`src/hw/rtl/adgr_pkg.sv`:
```
// ----------------------------------------------------------------------------
// adgr_pkg: shared types and constants for the ducking gain ramp
// Controller states, command and status bundles, and the gain table function.
// ----------------------------------------------------------------------------
package adgr_pkg;

	localparam int unsigned MAX_ATTEN_DB_DEF = 51;
	localparam int unsigned SAMPLE_W = 32;
	localparam int unsigned LEN_W = 32;
	localparam int unsigned DIV_CNT_W = $clog2(LEN_W);
	localparam int unsigned PADDR_W = 3;
	localparam int unsigned PDATA_W = 32;
	localparam int unsigned SB_W = 3;
	localparam logic [SB_W-1:0] SAMPLE_BYTES_RST = 3'd2;

	// Register index, taken from the word address bit of paddr.
	localparam logic REG_SAMPLE_BYTES = 1'b0;

	// Per-dB Q32 attenuation factor and unity gain in Q31.
	localparam logic [63:0] STEP_FACTOR = 64'd3827893632;
	localparam logic [63:0] UNITY_Q31 = 64'h7FFF_FFFF;

	typedef enum logic [2:0] {
		ST_IDLE,
		ST_MUL,
		ST_WRITE,
		ST_DIV,
		ST_DIV_END
	} adgr_state_t;

	typedef struct packed {
		logic accept_sample;
		logic accept_target;
		logic mul_en;
		logic out_load;
		logic div_step;
		logic div_commit;
	} adgr_cmd_t;

	typedef struct packed {
		logic need_div;
		logic div_last;
		logic out_free;
	} adgr_sts_t;

	// Q31 gain for a level in dB, built by repeated Q32 multiplication.
	// Only evaluated at elaboration to fill the gain table.
	function automatic logic [31:0] adgr_gain(input int lvl, input int max_db);
		logic [63:0] f;
		int n;
		f = UNITY_Q31;
		n = (lvl > max_db) ? max_db : lvl;
		for (int i = 0; i < 128; i++) begin
			if (i < n) begin
				f = (f * STEP_FACTOR) >> 32;
			end
		end
		return f[31:0];
	endfunction

endpackage

```
`src/hw/rtl/adgr_ctrl.sv`:
```
// ----------------------------------------------------------------------------
// adgr_ctrl: sequencing controller for the ducking gain ramp
// Steps samples through gain lookup, multiply and output load, and runs the
// bit-serial divider for ramp set-up.
// ----------------------------------------------------------------------------
module adgr_ctrl
	import adgr_pkg::*;
(
	input  logic      clk,
	input  logic      arst_n,
	input  logic      in_valid,
	input  logic      op,
	input  adgr_sts_t sts,
	output logic      in_stall,
	output adgr_cmd_t cmd
);

	adgr_state_t state_q, state_nxt;

	always_ff @(posedge clk or negedge arst_n) begin
		if (!arst_n) begin
			state_q <= ST_IDLE;
		end else begin
			state_q <= state_nxt;
		end
	end

	always_comb begin
		state_nxt = state_q;
		case (state_q)
			ST_IDLE: begin
				if (in_valid) begin
					if (!op) begin
						state_nxt = ST_MUL;
					end else if (sts.need_div) begin
						state_nxt = ST_DIV;
					end
				end
			end
			ST_MUL: begin
				state_nxt = ST_WRITE;
			end
			ST_WRITE: begin
				if (sts.out_free) begin
					state_nxt = ST_IDLE;
				end
			end
			ST_DIV: begin
				if (sts.div_last) begin
					state_nxt = ST_DIV_END;
				end
			end
			ST_DIV_END: begin
				state_nxt = ST_IDLE;
			end
			default: begin
				state_nxt = ST_IDLE;
			end
		endcase
	end

	always_comb begin
		cmd = '0;
		in_stall = 1'b1;
		case (state_q)
			ST_IDLE: begin
				in_stall = 1'b0;
				cmd.accept_sample = in_valid && !op;
				cmd.accept_target = in_valid && op;
			end
			ST_MUL: begin
				cmd.mul_en = 1'b1;
			end
			ST_WRITE: begin
				cmd.out_load = sts.out_free;
			end
			ST_DIV: begin
				cmd.div_step = 1'b1;
			end
			ST_DIV_END: begin
				cmd.div_commit = 1'b1;
			end
			default: begin
				in_stall = 1'b1;
			end
		endcase
	end

endmodule

```
`config.mk`:
```
export PLATFORM = sky130hd
export DESIGN_NAME = adgr_ctrl
export DESIGN_NICKNAME = d
export VERILOG_FILES = /design/src/hw/rtl/adgr_pkg.sv /design/src/hw/rtl/adgr_ctrl.sv
export SDC_FILE = /design/constraint.sdc
export NUM_CORES = 1
export LEC_CHECK = 0
export BUFFER_PORTS_ARGS = -buffer_cell sky130_fd_sc_hd__buf_2
export CAP_MARGIN = 40
export CORE_AREA = 4 4 41 43
export CTS_CLUSTER_SIZE = 28
export DETAILED_ROUTE_END_ITERATION = 10
export DIE_AREA = 0 0 45 47
export PLACE_DENSITY = 0.35
export RECOVER_POWER = 50
export SLEW_MARGIN = 20
export SYNTH_ARGS = -nofsm -noshare
export SYNTH_HDL_FRONTEND = slang
export SYNTH_SLANG_ARGS = --single-unit
```
`constraint.sdc`:
```
create_clock -name clk -period 1.4 [get_ports clk]
set_input_delay 0.21 -clock clk [delete_from_list [all_inputs] [get_ports clk]]
set_output_delay 0.21 -clock clk [all_outputs]
set_load 0.02 [all_outputs]
```
## After elaboration in Yosys (flattened, before gate mapping)

Cells that the tools add are included.

- Add/subtract/negate cells: 0
- Multiply operators: 0
- Divide/modulo/power cells: 0
- Order comparisons: 0
- Eq/ne operators: 8
- Shift-type cells: 0
- Muxes and demuxes: 12
- Bitwise logic cells: 0
- Reductions and logical operators: 5

Operator list:

| operator | number |
|---|---|
| $mux W3 | 5 |
| $pmux W3 S4 | 1 |
| $eq A3 B2 Y1 const B | 2 |
| $ne A2 B2 Y1 const B | 3 |
| $mux W1 | 5 |
| $reduce_and A4 Y1 | 1 |
| $eq A3 B1 Y1 const B | 1 |
| $eq A3 B3 Y1 const B | 1 |
| $logic_not A3 Y1 | 1 |
| $ne A3 B3 Y1 const B | 1 |
| $logic_and A1 B1 Y1 | 2 |
| $mux W2 | 1 |
| $logic_not A1 Y1 | 1 |

- Flip-flop bits (word level): 3
- Bits in latches: 0
- Bits in writable memories: 0
- Bits in read-only memories: 0
- Bits of input ports: 7
- Output and inout port bits: 7
- Logic and storage cells: 26
- Memories: 0

## Logic depth before layout (Yosys ltp)

Gate-level depths: netlist of run 1.

- Word-level depth: 4
- Mapped depth: 2
- Mapped depth without buffers: 2

## Worst setup path before layout of run 1

Ideal clock, no wire load.

- Path kind: reg2out
- Start: reg state_q[0]
- End: out cmd[4] in the netlist's numbering
- Arrival time: 1267 ps
- Data required time: 1190 ps
- Slack: -77 ps
- Cell stages (with the launch flop): 3
- Path through: dfrtp_1 > or4b_4 > nor2_1

RTL lines:

| element | line | text |
|---|---|---|
| start, declared | adgr_ctrl.sv:18 | `adgr_state_t state_q, state_nxt;` |
| start signal, assigned | adgr_ctrl.sv:24 | `state_q <= state_nxt;` |
| end, declared | adgr_ctrl.sv:15 | `output adgr_cmd_t cmd` |

==> flow_metrics.env, run 1 <==
export IMPL_core_area_mm2=0.001301
export IMPL_hold_ws_ns=0.2295
export IMPL_final_max_slew_violation_count=0
export IMPL_slew_headroom_pct=89.59
export IMPL_port_buffers=13
export IMPL_synthArstFlopShare_pct=100.0
export IMPL_worstPathMaxFanout=3
export IMPL_largest_reg_flops=3
export IMPL_drtIter0Drc=2
export IMPL_netlist_area_leader_share_pct=35.93
export IMPL_seq_power_share_pct=18.1
export IMPL_fin_setup_tns_ns=-0.4844
export IMPL_via_count=231
export IMPL_setup_viol_count_final=3
export IMPL_worstHoldStart="sts[1]"
export IMPL_p_switching_uw=257.8
export IMPL_yosysSeqAreaShare_pct=35.93
export IMPL_synth_edf_count=0
export IMPL_layout_drive_gt1_share_pct=64.29
export IMPL_drt_first_pass_iters=3
export IMPL_clock_path_buffers=2
export IMPL_cp_startpoint="state_q[0]$_DFFE_PN0P_"
export IMPL_cpPeakStageDelay_ns=0.55
export IMPL_crit_arrival_ns=1.39
export IMPL_ys_types=14
export IMPL_synth_area_top_cells="dfrtp_1, nor3b_1, o2bb2ai_2, or4b_4, and4bb_2"
export IMPL_finalCoreUtilization_pct=30.10
export IMPL_ioPinCount=14
export IMPL_fin_cells=57
export IMPL_ant_nets=0
export IMPL_ctsHtreeMaxLevel=1
export IMPL_die_w_um=45
export IMPL_critPathLaunchType="flop"
export IMPL_yosys_warnings=0
export IMPL_hold_class="input pin to flop"
export IMPL_ys_seq_elements=3
export IMPL_rows=13
export IMPL_synth_top_cells_by_count="dfrtp_1, inv_1, nor2_1, nor2b_1, nor3b_1"
export IMPL_setup_ws_ns=-0.2037
export IMPL_finClkSkew_ns=0.0004985
export IMPL_clkPwrFrac_pct=21.6
export IMPL_dieArea_mm2=0.002115
export IMPL_syn_area_um2=209.0
export IMPL_wl_per_cell_um=10.11
export IMPL_violations="negative setup slack"
export IMPL_cts_root_buffer="clkbuf_4"
export IMPL_path_clk_slew_ns=0.04
export IMPL_cts_made_buffers=3
export IMPL_syn_inst=20
export IMPL_area_growth_pct=87.43
export IMPL_drv_cap=0
export IMPL_drcViolationCount=0
export IMPL_crit_family="simple AND/OR/NAND/NOR gates"
export IMPL_synth_largest_area_cell="dfrtp_1"
export IMPL_swShare_pct=36.26
export IMPL_clock_fmax_mhz=623.6
export IMPL_drt_wl_total_um=576
export IMPL_grt_pass1_vias=207
export IMPL_criticalPathCategory="flop to output pin"
export IMPL_antenna_found_initial=0
export IMPL_die_height_um=47
export IMPL_nNetsFinal=50
export IMPL_routed_via_density=4.053
export IMPL_top_register="state_q"
export IMPL_cts_sinks=3
export IMPL_outcome="finished with violations"
export IMPL_p_int_uw=453.2
export IMPL_p_leak_nw=0.2006
export IMPL_tightest_slew_ns=0.1562
export IMPL_dp_cells=51
export IMPL_ir_drop_v=0.0007402
export IMPL_p_comb_share_pct=60.4
export IMPL_grt_pass1_wl_um=869
export IMPL_fin_crit_ns=1.604
export IMPL_diodes=0
export IMPL_crit_slowest_cell="or4b_4"
export IMPL_r2r_start="state_q[0]$_DFFE_PN0P_"
export IMPL_period_share_pct=114.6
export IMPL_syn_nets=27
export IMPL_power_density_mw_per_mm2=1816
export IMPL_yosys_most_used_dff="dfrtp_1"
export IMPL_clk_latency_ns=0.23
export IMPL_syn_mean_instance_area_um2=10.45
export IMPL_worstPathCellList="or4b_4, nor2_1, buf_4"
export IMPL_cts_tree="yes"
export IMPL_top_regs="state_q: 3 flops"
export IMPL_worstPathBufferInverterCount=1
export IMPL_track_usage_pct=6.008
export IMPL_rsz0062_at_grt="true"
export IMPL_finalHoldViolations=0
export IMPL_grt_max_degree=9
export IMPL_initial_utilization_pct=16.06
export IMPL_end_kind="output pin"
export IMPL_required_ns=1.19
export IMPL_finalWeightedCongestion=0.7094
export IMPL_synth_most_common_cell="dfrtp_1"
export IMPL_gr_total_overflow=0
power by group through the flow:
| stage | registers, mW | clock network, mW | logic, mW |
|---|---|---|---|
| 5_1_grt | 0.130 | 0.164 | 0.463 |
| 4_1_cts | 0.129 | 0.163 | 0.397 |
| 2_1_floorplan | 0.153 | 0 | 0.197 |
| 3_5_place_dp | 0.130 | 0 | 0.352 |
| 6_report | 0.128 | 0.153 | 0.429 |
| 3_3_place_gp | 0.132 | 0 | 0.351 |
routing by layer:
metal  share of wire (%)  vias to the layer above  track usage (%)  routed length, µm
met5                   0                        -                0                  0
met3                 9.7                        2            1.916                 56
met4                 2.4                        0            7.018                 14
li1                    -                      117                -                  -
met1                  38                      102            6.834                221
met2                  49                       10            8.192                284
cells by family after synthesis:
family	share of synthesized area (%)
buffers and inverters	3.594
AND/OR/NAND/NOR	45.51
AO/OA/AOI/OAI	14.97
flip-flops	35.93
cell type report:
| class | count | area [µm²] |
|---|---|---|
| clock buffers | 4 | 26.28 |
| inverters | 2 | 7.507 |
| fillers | 142 | 909.6 |
| well taps | 15 | 18.77 |
| multi-input cells | 15 | 140.1 |
| repair buffers | 18 | 123.9 |
| flip-flops and latches | 3 | 75.07 |
what timing repair did:
action	in CTS	in global routing
hold buffers	1	0
resized for setup	6	4
setup buffers	0	1
endpoints found under the setup margin	5	7
hold endpoints to repair	3	0
stage by stage:
stage / area (µm²) / worst slack (ns) / power [mW]
2_1_floorplan: 209.0 / -0.07728 / 0.3499
3_3_place_gp: 315.3 / 0.03206 / 0.4833
3_5_place_dp: 315.3 / 0.02399 / 0.4823
4_1_cts: 367.9 / -0.2183 / 0.6882
5_1_grt: 391.6 / -0.2471 / 0.7578
6_report: 391.6 / -0.2037 / 0.7110
cell usage in the layout (no fill, tap or decap), types with 2 or more instances in the layout:
cell type,instances
buf_2,7
buf_4,7
buf_6,2
clkbuf_1,2
clkbuf_4,3
dfrtp_1,3
inv_1,2
nor2_1,2
nor2b_1,2
nor3b_2,2
path summary, 6_finish.rpt:
check,cells after the start,endpoint,slack [ns]
max in group asynchronous,2,state_q[2]$_DFFE_PN0P_,0.94
worst max register to register,2,state_q[0]$_DFFE_PN0P_,0.27
min in group asynchronous,2,state_q[0]$_DFFE_PN0P_,0.31
worst max-delay path,3,cmd[5],-0.20
worst min register to register,2,state_q[0]$_DFFE_PN0P_,0.57
worst min-delay path,2,state_q[2]$_DFFE_PN0P_,0.23
Note: power is estimated with default switching activity, not from simulation.
==> run 2, diff against run 1 <==
--- a/config.mk
+++ b/config.mk
@@ -13,6 +13,7 @@
 export DIE_AREA = 0 0 45 47
 export PLACE_DENSITY = 0.35
 export RECOVER_POWER = 50
+export SETUP_SLACK_MARGIN = 0.2
 export SLEW_MARGIN = 20
 export SYNTH_ARGS = -nofsm -noshare
 export SYNTH_HDL_FRONTEND = slang
==> run 2 against run 1 <==
The flow still finishes with violations (negative setup slack). Register-to-register slack worse by 0.18 ns. Sequential share of layout area is 3.6 points lower. Combinational power rose by 39%. Cell count rose by 8.8%. Via count grew 14%. Final area grew 23%. Critical path depth is the same. Maximum frequency is 1.1% lower. Sequential cell count stayed put. Die area did not move. Routed wire length grew 28%. Clock power hardly changed. Critical path type unchanged. Largest cell class is now buffers.
==> flow_metrics.env, run 2 (same netlist as run 1, synthesis figures left out) <==
export IMPL_worstPathMaxFanout=3
export IMPL_fin_crit_ns=1.622
export IMPL_p_switching_uw=307.7
export IMPL_violations="negative setup slack"
export IMPL_use_met1_pct=8.676
export IMPL_grt_max_degree=9
export IMPL_wl_per_cell_um=11.87
export IMPL_clk_latency_ns=0.23
export IMPL_rsz0062_at_grt="true"
export IMPL_port_buffers=13
export IMPL_path_clk_slew_ns=0.04
export IMPL_antenna_found_initial=0
export IMPL_crit_arrival_ns=1.41
export IMPL_layout_common_cells="buf_6, buf_4, buf_2"
export IMPL_power_uw=880.6
export IMPL_required_ns=1.19
export IMPL_finalCoreUtilization_pct=37.02
export IMPL_criticalPathCategory="flop to output pin"
export IMPL_swShare_pct=34.95
export IMPL_drcViolationCount=0
export IMPL_dieArea_mm2=0.002115
export IMPL_cts_tree="yes"
export IMPL_crit_family="simple AND/OR/NAND/NOR gates"
export IMPL_drtIter0Drc=5
export IMPL_tightest_slew_ns=0.1621
export IMPL_fin_setup_tns_ns=-0.7816
export IMPL_ant_nets=0
export IMPL_finClkSkew_ns=0.001856
export IMPL_fillers=146
export IMPL_regToRegSetupSlack_ns=0.09
export IMPL_gr_total_overflow=0
export IMPL_clock_fmax_mhz=616.5
export IMPL_core_area_mm2=0.001301
export IMPL_routed_via_density=4.242
export IMPL_top_register="state_q"
export IMPL_multi_input_area_um2=157.7
export IMPL_ff2ff_path_depth=6
export IMPL_met2_usage_pct=12.71
export IMPL_hold_path_depth=3
export IMPL_slew_headroom_pct=89.20
export IMPL_drv_cap=0
export IMPL_p_int_uw=572.8
export IMPL_p_comb_share_pct=67.9
export IMPL_track_usage_pct=8.307
export IMPL_final_max_slew_violation_count=0
export IMPL_worstPathCellList="or4b_4, nor2_4, buf_6"
export IMPL_seq_power_share_pct=15.1
export IMPL_nNetsFinal=55
export IMPL_rows=13
export IMPL_top_regs="state_q: 3 flops"
export IMPL_grt_pass1_wl_um=1131
export IMPL_grt_busiest_layer="met2"
export IMPL_hold_ws_ns=0.2553
export IMPL_grt_pass1_vias=262
export IMPL_layout_drive_gt1_share_pct=74.47
export IMPL_diodes=0
export IMPL_setup_ws_ns=-0.2220
export IMPL_met3_usage_pct=3.831
export IMPL_initial_utilization_pct=16.06
export IMPL_crit_cells=3
export IMPL_ctsHtreeMaxLevel=1
export IMPL_cts_made_buffers=3
export IMPL_drt_first_pass_iters=2
export IMPL_via_count=263
export IMPL_ir_drop_v=0.0004982
export IMPL_outcome="finished with violations"
export IMPL_finalWeightedCongestion=0.6806
export IMPL_largest_reg_flops=3
export IMPL_drt_wl_total_um=736
export IMPL_ioPinCount=14
export IMPL_power_density_mw_per_mm2=1828
export IMPL_finalHoldViolations=0
export IMPL_ff_latch_area_um2=75.07
export IMPL_p_leak_nw=0.2351
export IMPL_mostFrequentLayoutCell="buf_6"
export IMPL_crit_slowest_cell="or4b_4"
export IMPL_clkPwrFrac_pct=17.1
export IMPL_cpPeakStageDelay_ns=0.59
export IMPL_die_height_um=47
export IMPL_hold_class="input pin to flop"
export IMPL_end_kind="output pin"
export IMPL_clock_path_buffers=2
export IMPL_worstPathBufferInverterCount=1
export IMPL_period_share_pct=115.9
export IMPL_die_w_um=45
export IMPL_area_growth_pct=130.5
export IMPL_cts_sinks=3
export IMPL_cts_root_buffer="clkbuf_4"
export IMPL_setup_viol_count_final=6
export IMPL_critPathLaunchType="flop"
run 2: changes by cell type in the layout (fill, tap and decap cells not counted):
cell | before | now
buf_6 | 2 | 10
buf_2 | 7 | 5
nor2_1 | 2 | 0
nor2_4 | 0 | 2
and2_1 | 1 | 0
and2_4 | 0 | 1
buf_4 | 7 | 6
run 2: tightest hold or removal path, stage by stage:
cell and delay [ns]:
buf_2 0.09, nor2b_1 0.04, o2bb2ai_2 0.10
run 2: path summary, 6_finish.rpt:
check                                          to                    from
min in group asynchronous  state_q[1]$_DFFE_PN0P_                  arst_n
max in group asynchronous  state_q[2]$_DFFE_PN0P_                  arst_n
setup / recovery                           cmd[5]  state_q[1]$_DFFE_PN0P_
setup reg to reg           state_q[2]$_DFFE_PN0P_  state_q[0]$_DFFE_PN0P_
hold reg to reg            state_q[0]$_DFFE_PN0P_  state_q[2]$_DFFE_PN0P_
hold / removal             state_q[0]$_DFFE_PN0P_                  sts[2]
run 2: layout make-up:
class / count / area share, %
well taps: 15 / 3.896
multi-input cells: 15 / 32.73
inverters: 2 / 1.558
flip-flops and latches: 3 / 15.58
repair buffers: 23 / 40.78
clock buffers: 4 / 5.455
run 2: what timing repair did:
item / in CTS / in global routing
setup endpoints to repair: 8 / 9
buffers inserted: 4 / 2
hold buffers: 1 / 0
resized for setup: 19 / 2
pin swaps: 7 / 5
endpoints found under the hold margin: 3 / 0
run 2: stage by stage:
step | setup slack (ns) | cells | cell area [µm²]
after floorplan | 0.03246 | 20 | 224.0
after global placement | 0.0007353 | 51 | 330.3
after detailed placement | -0.02360 | 51 | 330.3
after CTS | -0.2380 | 60 | 460.4
after global routing | -0.2681 | 62 | 481.7
final | -0.2220 | 62 | 481.7
run 2: metal layers:
layer  wire (µm)  vias up
met5           0        -
met4          12        0
met3          56        2
met2         383        8
met1         282      124
li1            -      129
run 2: power groups by stage:
| stage | combinational [mW] | clock (mW) | sequential, mW |
|---|---|---|---|
| after global placement | 0.368 | 0 | 0.132 |
| after global routing | 0.634 | 0.170 | 0.136 |
| final | 0.598 | 0.150 | 0.133 |
| after floorplan | 0.213 | 0 | 0.153 |
| after CTS | 0.530 | 0.157 | 0.133 |
| after detailed placement | 0.369 | 0 | 0.132 |
==> run 3, diff against run 2 <==
--- a/config.mk
+++ b/config.mk
@@ -13,7 +13,9 @@
 export DIE_AREA = 0 0 45 47
 export PLACE_DENSITY = 0.35
 export RECOVER_POWER = 50
+export REMOVE_ABC_BUFFERS = 1
 export SETUP_SLACK_MARGIN = 0.2
+export SKIP_LAST_GASP = 1
 export SLEW_MARGIN = 20
 export SYNTH_ARGS = -nofsm -noshare
 export SYNTH_HDL_FRONTEND = slang
==> run 3 against run 2 <==
The run still ends with negative setup slack left. Die area stayed put. Sequential power shrank 3%. Count of clock-buffer cells in the layout stayed put. Worst hold slack lost 0.021 ns. Maximum frequency up 1.2%. Power fell by 15%. Non-clock buffer count shrank 2. Critical path depth stayed put. Via count fell by 9.1%. Cell count shrank 3.2%. Combinational power shrank 22%. Highest routed layer unchanged.
==> flow_metrics.env, run 3 (same netlist as run 1, synthesis figures left out) <==
export IMPL_outcome="finished with violations"
export IMPL_violations="negative setup slack"
export IMPL_final_max_slew_violation_count=0
export IMPL_cts_made_buffers=3
export IMPL_crit_slowest_cell="or4b_4"
export IMPL_finalWeightedCongestion=0.7094
export IMPL_top_register="state_q"
export IMPL_power_density_mw_per_mm2=1721
export IMPL_pre_cts_slack_ns=0.02399
export IMPL_fin_cells=60
export IMPL_worstPathCellList="or4b_4, nor2_1, buf_4"
export IMPL_crit_family="simple AND/OR/NAND/NOR gates"
export IMPL_required_ns=1.19
export IMPL_ctsHtreeMaxLevel=1
export IMPL_die_height_um=47
export IMPL_cts_root_buffer="clkbuf_4"
export IMPL_clock_fmax_mhz=623.7
export IMPL_critPathLaunchType="flop"
export IMPL_swShare_pct=35.88
export IMPL_cts_sinks=3
export IMPL_finClkSkew_ns=0.0002267
export IMPL_drtIter0Drc=2
export IMPL_dp_cells=51
export IMPL_power_uw=747.0
export IMPL_p_comb_share_pct=62.2
export IMPL_grt_pass1_wl_um=938
export IMPL_tightest_slew_ns=0.1554
export IMPL_layout_common_cells="buf_4, buf_6, buf_2"
export IMPL_ir_drop_v=0.0007438
export IMPL_seq_power_share_pct=17.3
export IMPL_worstPathMaxFanout=3
export IMPL_p_switching_uw=268.0
export IMPL_grt_pass1_vias=237
export IMPL_hold_class="input pin to flop"
export IMPL_crit_arrival_ns=1.39
export IMPL_track_usage_pct=6.403
export IMPL_fin_crit_ns=1.603
export IMPL_drt_wl_total_um=613
export IMPL_path_clk_slew_ns=0.04
export IMPL_finalHoldViolations=0
export IMPL_dieArea_mm2=0.002115
export IMPL_largest_reg_flops=3
export IMPL_slew_headroom_pct=89.64
export IMPL_clkPwrFrac_pct=20.5
export IMPL_ant_nets=0
export IMPL_drcViolationCount=0
export IMPL_layout_drive_gt1_share_pct=66.67
export IMPL_period_share_pct=114.5
export IMPL_rows=13
export IMPL_wl_per_cell_um=10.22
export IMPL_p_leak_nw=0.2204
export IMPL_top_regs="state_q: 3 flops"
export IMPL_setup_viol_count_final=5
export IMPL_drv_cap=0
export IMPL_diodes=0
export IMPL_clock_path_buffers=2
export IMPL_routed_via_density=3.983
export IMPL_cts_tree="yes"
export IMPL_antenna_found_initial=0
export IMPL_drt_first_pass_iters=3
export IMPL_port_buffers=13
export IMPL_core_area_mm2=0.001301
export IMPL_die_w_um=45
export IMPL_cpPeakStageDelay_ns=0.55
export IMPL_end_kind="output pin"
export IMPL_initial_utilization_pct=16.06
export IMPL_grt_max_degree=9
export IMPL_ioPinCount=14
export IMPL_setup_ws_ns=-0.2034
export IMPL_area_growth_pct=107.8
export IMPL_worstPathBufferInverterCount=1
export IMPL_gr_total_overflow=0
export IMPL_rsz0062_at_grt="true"
export IMPL_criticalPathCategory="flop to output pin"
export IMPL_nNetsFinal=53
export IMPL_clk_latency_ns=0.23
export IMPL_fin_setup_tns_ns=-0.6614
export IMPL_p_int_uw=479.0
export IMPL_via_count=239
==> run 3: cell types whose count changed in the layout (fill, tap and decap cells not counted), sizes merged <==
cell | previous run | this run
buf | 21 | 19
==> run 3: final cells by class <==
class                   instances  area (µm²)
inverters                       2       7.507
fillers                       144       867.1
well taps                      15       18.77
flip-flops and latches          3       75.07
clock buffers                   4       26.28
repair buffers                 21       170.2
multi-input cells              15       136.4
==> run 3: per-stage QoR <==
step | util (%) | hold WS [ns] | instance area (µm²)
after floorplan | - | -0.08559 | 209.0
after global placement | 24.23 | 0.009297 | 315.3
after detailed placement | 24.23 | 0.008408 | 315.3
after CTS | 32.12 | 0.2253 | 417.9
after global routing | 33.37 | 0.2495 | 434.2
final | 33.37 | 0.2345 | 434.2
==> run 3: power by group through the flow <==
stage	registers [mW]	logic (mW)	clock network, mW
floorplan	0.153	0.197	0
global placement	0.132	0.351	0
detailed placement	0.130	0.352	0
CTS	0.129	0.451	0.163
global route	0.131	0.500	0.164
finish	0.129	0.465	0.153
==> run 3: path summary, 6_finish.rpt <==
kind                                   startpoint                      to  slack [ns]  depth (start not counted)
max                        state_q[0]$_DFFE_PN0P_                  cmd[5]       -0.20                          3
min                                        sts[1]  state_q[2]$_DFFE_PN0P_        0.23                          2
max reg2reg                state_q[2]$_DFFE_PN0P_  state_q[2]$_DFFE_PN0P_        0.15                          6
min reg2reg                state_q[0]$_DFFE_PN0P_  state_q[0]$_DFFE_PN0P_        0.57                          2
max in group asynchronous                  arst_n  state_q[2]$_DFFE_PN0P_        0.94                          2
min in group asynchronous                  arst_n  state_q[0]$_DFFE_PN0P_        0.31                          2
==> run 3: layer usage <==
metal | GRT usage [%] | vias up | part of all wire [%]
met5 | 0 | - | 0
met4 | 7.018 | 0 | 2.3
met3 | 1.533 | 2 | 8.2
met2 | 9.605 | 10 | 48
met1 | 7.062 | 103 | 42
li1 | - | 124 | -
==> run 3: what timing repair did <==
action / in CTS / in global routing
gates cloned: 0 / 0
pin swaps: 1 / 2
setup endpoints to repair: 7 / 8
endpoints found under the hold margin: 3 / 0
gates resized for setup: 13 / 3
buffers inserted: 3 / 1
hold buffers: 1 / 0
